<file path="src/hdl/cbo_pkg.sv">
// ----------------------------------------------------------------------------
// cbo_pkg
// shared widths and the per-request side data carried down the pipeline
// ----------------------------------------------------------------------------
package cbo_pkg;

  localparam int CW            = 24;                 // centre coordinate width
  localparam int SW            = 16;                 // size width
  localparam int DIR_FRAC_BITS = 16;                 // fraction bits of the direction
  localparam int SQW           = 2 * CW + 1;         // sum of two squares
  localparam int RW            = (SQW + 1) / 2;      // integer root width
  localparam int QW            = DIR_FRAC_BITS + 1;  // direction magnitude, at most 1.0
  localparam int NW            = CW + DIR_FRAC_BITS; // dividend width
  localparam int OW            = QW + SW - DIR_FRAC_BITS; // scaled step width

  typedef struct packed {
    logic          cb;         // circle against box
    logic          fixed_hit;  // result for the other two cases
    logic [SW-1:0] r;          // circle radius
    logic [SW-1:0] h;          // box half-width
    logic [CW-1:0] mx;
    logic [CW-1:0] my;
  } carry_t;

endpackage

</file>
<file path="src/hdl/cbo_prep.sv">
// ----------------------------------------------------------------------------
// cbo_prep
// centre distances, squares, and the circle/circle and box/box results
// ----------------------------------------------------------------------------
module cbo_prep (
  input  logic                   clk,
  input  logic                   rst_n,
  input  logic                   adv,
  input  logic                   v_in,
  input  logic [cbo_pkg::CW-1:0] first_x,
  input  logic [cbo_pkg::CW-1:0] first_y,
  input  logic [cbo_pkg::SW-1:0] first_size,
  input  logic                   first_is_box,
  input  logic [cbo_pkg::CW-1:0] second_x,
  input  logic [cbo_pkg::CW-1:0] second_y,
  input  logic [cbo_pkg::SW-1:0] second_size,
  input  logic                   second_is_box,
  output logic                   v_out,
  output logic [cbo_pkg::SQW-1:0] n_out,
  output cbo_pkg::carry_t        c_out
);
  import cbo_pkg::*;

  logic [CW:0]      dx, dy;
  logic [CW-1:0]    mx_nxt, my_nxt;
  logic [SW:0]      sum_nxt;

  logic             v1_r, v2_r, v3_r;
  logic [CW-1:0]    mx1_r, my1_r;
  logic [SW:0]      sum1_r;
  logic             cb1_r, bb1_r;
  logic [SW-1:0]    r1_r, h1_r;

  logic [2*CW-1:0]  sqx2_r, sqy2_r;
  logic [2*SW+1:0]  sumsq2_r;
  logic             bbhit2_r;
  logic             cb2_r, bb2_r;
  logic [SW-1:0]    r2_r, h2_r;
  logic [CW-1:0]    mx2_r, my2_r;

  logic [SQW-1:0]   n_nxt;
  logic [SQW-1:0]   n3_r;
  carry_t           c3_r;

  assign dx      = {second_x[CW-1], second_x} - {first_x[CW-1], first_x};
  assign dy      = {second_y[CW-1], second_y} - {first_y[CW-1], first_y};
  assign mx_nxt  = dx[CW] ? CW'(-dx) : dx[CW-1:0];
  assign my_nxt  = dy[CW] ? CW'(-dy) : dy[CW-1:0];
  assign sum_nxt = {1'b0, first_size} + {1'b0, second_size};
  assign n_nxt   = {1'b0, sqx2_r} + {1'b0, sqy2_r};

  always_ff @(posedge clk) begin
    if (!rst_n) begin
      v1_r <= 1'b0;
      v2_r <= 1'b0;
      v3_r <= 1'b0;
    end else if (adv) begin
      v1_r <= v_in;
      v2_r <= v1_r;
      v3_r <= v2_r;
    end
  end

  always_ff @(posedge clk) begin
    if (adv) begin
      mx1_r  <= mx_nxt;
      my1_r  <= my_nxt;
      sum1_r <= sum_nxt;
      cb1_r  <= first_is_box ^ second_is_box;
      bb1_r  <= first_is_box & second_is_box;
      r1_r   <= first_is_box ? second_size : first_size;
      h1_r   <= first_is_box ? first_size : second_size;

      sqx2_r   <= (2*CW)'(mx1_r) * (2*CW)'(mx1_r);
      sqy2_r   <= (2*CW)'(my1_r) * (2*CW)'(my1_r);
      sumsq2_r <= (2*SW+2)'(sum1_r) * (2*SW+2)'(sum1_r);
      bbhit2_r <= (mx1_r <= CW'(sum1_r)) && (my1_r <= CW'(sum1_r));
      cb2_r    <= cb1_r;
      bb2_r    <= bb1_r;
      r2_r     <= r1_r;
      h2_r     <= h1_r;
      mx2_r    <= mx1_r;
      my2_r    <= my1_r;

      n3_r           <= n_nxt;
      c3_r.cb        <= cb2_r;
      c3_r.fixed_hit <= bb2_r ? bbhit2_r : (n_nxt <= SQW'(sumsq2_r));
      c3_r.r         <= r2_r;
      c3_r.h         <= h2_r;
      c3_r.mx        <= mx2_r;
      c3_r.my        <= my2_r;
    end
  end

  assign v_out = v3_r;
  assign n_out = n3_r;
  assign c_out = c3_r;

endmodule

</file>
<file path="config.mk">
export PLATFORM = sky130hd
export DESIGN_NAME = cbo_prep
export DESIGN_NICKNAME = d
export VERILOG_FILES = /design/src/hdl/cbo_pkg.sv /design/src/hdl/cbo_prep.sv
export SDC_FILE = /design/constraint.sdc
export NUM_CORES = 2
export LEC_CHECK = 0
export ABC_AREA = 1
export ABC_CLOCK_PERIOD_IN_PS = 6810
export BUFFER_PORTS_ARGS = -buffer_cell sky130_fd_sc_hd__buf_2
export CAP_MARGIN = 20
export CORE_ASPECT_RATIO = 2
export CORE_MARGIN = 5
export CORE_UTILIZATION = 25
export DETAILED_ROUTE_END_ITERATION = 7
export PLACE_DENSITY = 0.49
export SLEW_MARGIN = 25
export SYNTH_ARGS = -nofsm -noshare
export SYNTH_HDL_FRONTEND = slang
export SYNTH_SLANG_ARGS = --single-unit
</file>
<file path="constraint.sdc">
create_clock -name clk -period 6.81 [get_ports clk]
set_input_delay 0.681 -clock clk [delete_from_list [all_inputs] [get_ports clk]]
set_output_delay 0.681 -clock clk [all_outputs]
set_load 0.03 [all_outputs]
</file>
# After elaboration in Yosys (flattened, before gate mapping)

Cells that the tools add are included.

Bits in registers: 446
Input bits: 134
Output and inout bits: 132
Memory bits (read-only): 0
Memory bits (writable): 0
Word-level logic and storage cells: 47
Memories: 0
Latch bits: 0

Muxes and demuxes: 5
$lt $le $gt $ge: 3
Shift-type cells: 0
Bitwise operators: 2
Div/mod/pow operators: 0
$add $sub $neg: 6
$mul: 3
Reduce and logical (&&, ||, !) cells: 1
Equal/unequal tests: 0

Operator list:

| kind              | number |
|---|---|
| $mul 24x24->48    | 2 |
| $sub 24x24->25    | 2 |
| $add 48x48->49    | 1 |
| $le 49x34->1      | 1 |
| $le 24x17->1      | 2 |
| $mux 24           | 2 |
| $neg 24->24       | 2 |
| $mul 17x17->34    | 1 |
| $mux 16           | 2 |
| $add 16x16->17    | 1 |
| $and 1x1->1       | 1 |
| $logic_and 1x1->1 | 1 |
| $mux 1            | 1 |
| $xor 1x1->1       | 1 |

# Logic depth before layout (Yosys ltp)

Depth in word-level cells: 3
Gate-level depth with buffers: 31
Depth with buffers taken out: 29

# Worst setup path before layout

No wires, ideal clock.

Path kind: register to register
From: register my1_r[2]
To: register sqy2_r[43] (data pin)
Setup time: 0.262 ns
Data required time: 6.548 ns
Buffers on the path: 1
Cell stages (with the launch flop): 28
Clock period less this slack: 6.512 ns
Arrival: 6.250 ns
Path slack: 0.298 ns
Cells stage by stage: edfxtp_1 -> clkbuf_1 -> nand2_1 -> fa_1 -> inv_1 -> fa_1 -> inv_1 -> fa_1 -> inv_1 -> fa_1 -> inv_1 -> fa_1 -> inv_1 -> fa_1 -> inv_1 -> fa_1 -> inv_1 -> ha_1 -> nand2_1 -> nor2_1 -> nand2_1 -> or3_1 -> nand3b_1 -> nand2_1 -> nand2_1 -> nand3_1 -> o21ai_1 -> xor2_1

Word-level cells in the longest chain between the ends: 1

RTL lines:

| item                   | line           | source |
|---|---|---|
| start, declared        | cbo_prep.sv:29 | `logic [CW-1:0] mx1_r, my1_r;` |
| start signal, assigned | cbo_prep.sv:67 | `my1_r <= my_nxt;` |
| $mul 24x24->48         | cbo_prep.sv:75 | `sqy2_r <= (2*CW)'(my1_r) * (2*CW)'(my1_r);` |
| end signal, assigned   | cbo_prep.sv:75 |  |
| end, declared          | cbo_prep.sv:34 | `logic [2*CW-1:0] sqx2_r, sqy2_r;` |

Every way passes these cells.
A chain may end at the register's enable or synchronous reset.

# Final worst setup path

From: register mx1_r[11]
To: register sqx2_r[47] (data pin)

Word-level cells in the longest chain between the ends: 1

RTL lines:

| item                   | line           | source |
|---|---|---|
| start, declared        | cbo_prep.sv:29 |  |
| start signal, assigned | cbo_prep.sv:66 | `mx1_r <= mx_nxt;` |
| $mul 24x24->48         | cbo_prep.sv:74 | `sqx2_r <= (2*CW)'(mx1_r) * (2*CW)'(mx1_r);` |
| end signal, assigned   | cbo_prep.sv:74 |  |
| end, declared          | cbo_prep.sv:34 |  |

Every way passes these cells.

==> results.md <==
Setup path:
- STA classifies the critical path endpoint as a register.
- The critical path's largest stage delay is around 590 ps.
- The startpoint-to-endpoint class of the critical path is reg -> reg.
- The data arrival time at the worst-slack endpoint is slightly above 7000 ps.
- The depth of the worst register-to-register path is 24.
- Data on the critical path is required at its endpoint by about 7200 ps.
- The count of buffer and inverter cells on the critical path is 9.
- The startpoint type of the worst setup path is a register.
- The end of the worst register-to-register path is sqx2_r[47].
- Traced cell by cell, the critical path runs through buf_4 -> clkbuf_16 -> fa_1 -> inv_1 -> fa_1 -> fa_1 -> inv_1 -> fa_1 -> fa_2 -> fa_1 -> inv_1 -> fa_1 -> inv_2 -> ha_4 -> nand2_1 -> nor2_2 -> buf_6 -> inv_2 -> nor4_4 -> buf_4 -> nand4_1 -> nand3_4 -> a21oi_2 -> xor2_1.
- Grouping stages by cell kind, the critical path spends the most delay in adder cells.
- The slowest library cell on the worst path is sky130_fd_sc_hd__fa_1.
- The setup check on the worst reg-to-reg path leaves a slack of 120 ps.
- The dominant cell type by count on the critical path is sky130_fd_sc_hd__fa_1.
- In this run the worst path has a maximum fanout of 11.
- The critical register-to-register path startpoint is mx1_r[11].

Logic synthesis:
- The proportion of register bits with asynchronous set or reset after synthesis is 0%.
- Counting distinct cell types in the post-synthesis netlist gives 54.
- A synthesized cell averages a little under 9 sq um.
- The cell type with the largest total area after synthesis is sky130_fd_sc_hd__fa_1.
- The net count of the mapped netlist is 9,264.
- The commonest cells after synthesis are sky130_fd_sc_hd__inv_1, sky130_fd_sc_hd__nand2_1, sky130_fd_sc_hd__fa_1, sky130_fd_sc_hd__ha_1, sky130_fd_sc_hd__edfxtp_1.
- The most frequently used cell type in the post-synthesis netlist is sky130_fd_sc_hd__inv_1.
- The cell count after synthesis came out at roughly 7,500.
- The warning count from the yosys run is 0.
- In the post-synthesis netlist, the biggest area contributors are sky130_fd_sc_hd__fa_1, sky130_fd_sc_hd__edfxtp_1, sky130_fd_sc_hd__inv_1.
- The mapped netlist covers around 65,000 sq um.
- The most used flip-flop cell after synthesis is sky130_fd_sc_hd__edfxtp_1.
- The number of flip-flops and latches in the synthesized netlist is 441.
- The synthesized design contains around 440 enable-type register cells.
- After synthesis, flip-flops and latches occupy ~20% of the total area.
- The synthesized design devotes to its leading area cell type 31.9% of total area.

Detailed routing:
- The routed wire length per instance is slightly below 20 um.
- The first detailed-routing pass took 5 iterations.
- Summed over all layers, the routed wires come to between 200 and 250 mm.
- In the routed design, unresolved DRC markers number 0.
- The DRC marker count from the first detailed-route iteration is 2,088.
- The routed wire length on met3 is approximately 7.6 mm.
- After detailed routing, the wire length on met1 is between 70 and 80 mm.
- The detailed route wirelength on metal2 is 124 mm.
- In this run the top signal layer used is met4.
- The total number of vias is about 50,000.
- The remaining antenna violation count after routing is 0.
- In the routed layout, each cell is associated on average with a via count of 4.33.

STA:
- The final setup violation count is 0.
- After layout, the minimum clock period comes to 6690 ps.
- In the post-route analysis, the smallest setup slack over all paths is between 100 and 150 ps.
- Clock skew on the completed layout was measured at ~44 ps.
- The max-slew violation total from the final report was 0.
- In the finished design, the share of the clock period the worst path needs comes to between 90% and 100%.
- Setup repair after global routing could not meet its margin everywhere.
- The slew at the pin closest to its max-slew limit is around 1100 ps.
- Headroom to the max-slew limit came out at 29.2%.
- Static timing analysis puts the maximum clock frequency at ~150 MHz.
- The count of final hold-check violations came to 0.

Hold path:
- The worst hold path terminates at v1_r.
- The startpoint of the worst hold path is v_in.
- In this run the worst hold path is classified as in -> reg.
- The worst hold path was traced through 3 stages.

Floorplanning:
- For this design the top-level I/O count stands at approximately 270.
- The area of the core region is between 200,000 and 300,000 sq um.
- The floorplan step defined a die boundary enclosing ~270,000 sq um.
- The die height is 732 um.
- Measured along the x axis, the die boundary spans between 300 and 400 um.
- The number of rows created at floorplan is roughly 270.
- The starting utilization of the core area is about a quarter.

Cells and area:
- Relative to the synthesized area, the layout overhead comes to 17.2%.
- The net count of the finished layout is a little under 10,000.
- Cells with a size suffix above 1 make up a little under an eighth of the layout.

Clock tree:
- For the worst-skew pair, the clock arrives at the later sink with an insertion delay of between 700 and 800 ps.
- The CTS tree is done.
- The number of H-tree levels is 2.
- The number of buffers on the longest clock path is 3.
- The post-CTS clock slew at the launch and capture registers of the worst setup and hold paths is ~70 ps.
- The clock tree root buffer cell is sky130_fd_sc_hd__clkbuf_16.
- For this design, the sink count on the clock tree is ~440.
- The CTS buffer count is 53.

Global routing:
- The initial antenna violation count is 24.
- Entering global routing, the biggest net connects 110 pins.
- The via count of the first global-routing pass is between 50,000 and 60,000.
- For this run, the total global-route usage over all layers was measured as roughly 16%.
- The global-route congestion overflow total is 0.
- The wire length of the first global-routing pass is around 330 mm.

Placement:
- The wire-length estimate of the detail-placed layout is around 190 mm.
- The final estimated routing congestion in global placement is 0.913.
- The quantity of I/O buffers inserted on ports is between 200 and 300.
- The post-place setup slack is -348 ps.

Flow run:
- The max-cap check violation count is 0.

Run status:
- The run finished with clean final reports.
## tightest hold or removal path, cell delays in order
cell and delay, ps:
sky130_fd_sc_hd__buf_2 80, sky130_fd_sc_hd__nor2_1 40, sky130_fd_sc_hd__nor2_1 80
## logic make-up after synthesis
| kind of cell | share of synthesized area [%] |
|---|---|
| compound gates | 5.36 |
| xor+xnor | 3.60 |
| fa+ha+maj | 44.2 |
| buf+inv | 13.6 |
| flops | 20.3 |
| simple gates | 12.9 |
## worst max path at each step
stage | start | end | slack [ps] | cells after the start
detailed placement | mx1_r[18] | sqx2_r[47] | -350 | 25
global placement | mx1_r[18] | sqx2_r[47] | -370 | 25
floorplan | my1_r[2] | sqy2_r[43] | 300 | 27
CTS | mx1_r[1] | sqx2_r[44] | -90 | 27
global route | mx1_r[1] | sqx2_r[45] | -50 | 27
finish | mx1_r[11] | sqx2_r[47] | 120 | 24
## layer usage
metal	up-vias	global-route usage [%]
li1	23400	-
met1	25000	16.2
met2	1112	32.7
met3	471	1.56
met4	0	7.69
met5	-	0
## cell usage in the layout (no fill, tap or decap), types with 11 or more instances in the layout
cell,instances
sky130_fd_sc_hd__buf_4,318
sky130_fd_sc_hd__nor3_1,22
sky130_fd_sc_hd__a21oi_2,23
sky130_fd_sc_hd__nand2_1,1452
sky130_fd_sc_hd__a21o_1,25
sky130_fd_sc_hd__fa_1,1019
sky130_fd_sc_hd__buf_2,264
sky130_fd_sc_hd__buf_6,19
sky130_fd_sc_hd__xor2_1,162
sky130_fd_sc_hd__nor2_1,330
sky130_fd_sc_hd__fa_2,19
sky130_fd_sc_hd__nor2_2,21
sky130_fd_sc_hd__o21a_1,12
sky130_fd_sc_hd__a31oi_1,37
sky130_fd_sc_hd__nand3_1,115
sky130_fd_sc_hd__xnor2_1,91
sky130_fd_sc_hd__o211ai_1,17
sky130_fd_sc_hd__clkbuf_16,57
sky130_fd_sc_hd__buf_12,43
sky130_fd_sc_hd__ha_4,19
sky130_fd_sc_hd__nand4_1,31
sky130_fd_sc_hd__nand3_2,15
sky130_fd_sc_hd__o21ai_0,140
sky130_fd_sc_hd__inv_2,12
sky130_fd_sc_hd__nor4_1,17
sky130_fd_sc_hd__edfxtp_1,438
sky130_fd_sc_hd__ha_1,616
sky130_fd_sc_hd__inv_1,2186
sky130_fd_sc_hd__a21oi_1,284
sky130_fd_sc_hd__o21ai_1,18
sky130_fd_sc_hd__o21bai_1,19
sky130_fd_sc_hd__nand2_2,47
sky130_fd_sc_hd__nand3b_1,11
## state kept, by name (all words and copies together), names as in the netlist, 16 cells and up
name	cells
my2_r	23
mx2_r	23
sqx2_r	47
c_out	82
h2_r	16
mx1_r	24
sqy2_r	47
r2_r	16
sumsq2_r	33
h1_r	16
my1_r	24
sum1_r	17
n_out	49
r1_r	16
## timing repair
item	in CTS	in global routing
gates cloned	0	5
buffers inserted	15	45
pin swaps	0	49
setup endpoints to repair	24	50
gates resized for setup	14	184
hold buffers	0	0
## area by class of cell
type	count	area, sq um
Fill cell	27900	184000
Multi-Input combinational cell	4653	43800
Sequential cell	441	13200
Inverter	2201	8270
Timing Repair Buffer	650	4910
Tap cell	3471	4340
Clock buffer	57	1340
Clock inverter	43	465
Antenna cell	7	17.5
## through the flow
stage / setup TNS (ps) / util [%] / instances / hold WS (ps) / instance area (sq um)
detailed placement: -2340 / 28.1 / 11400 / 405 / 73100
global placement: -2440 / 28.1 / 11400 / 401 / 73100
finish: 0 / 29.4 / 11500 / 205 / 76300
CTS: -333 / 28.9 / 11500 / 134 / 75100
floorplan: 0 / - / 7452 / 400 / 65100
global route: -149 / 29.4 / 11500 / 179 / 76300
Power is left out: the tool's default activity adds up to more than one toggle a clock period on the data nets, which glitch-free logic cannot reach.
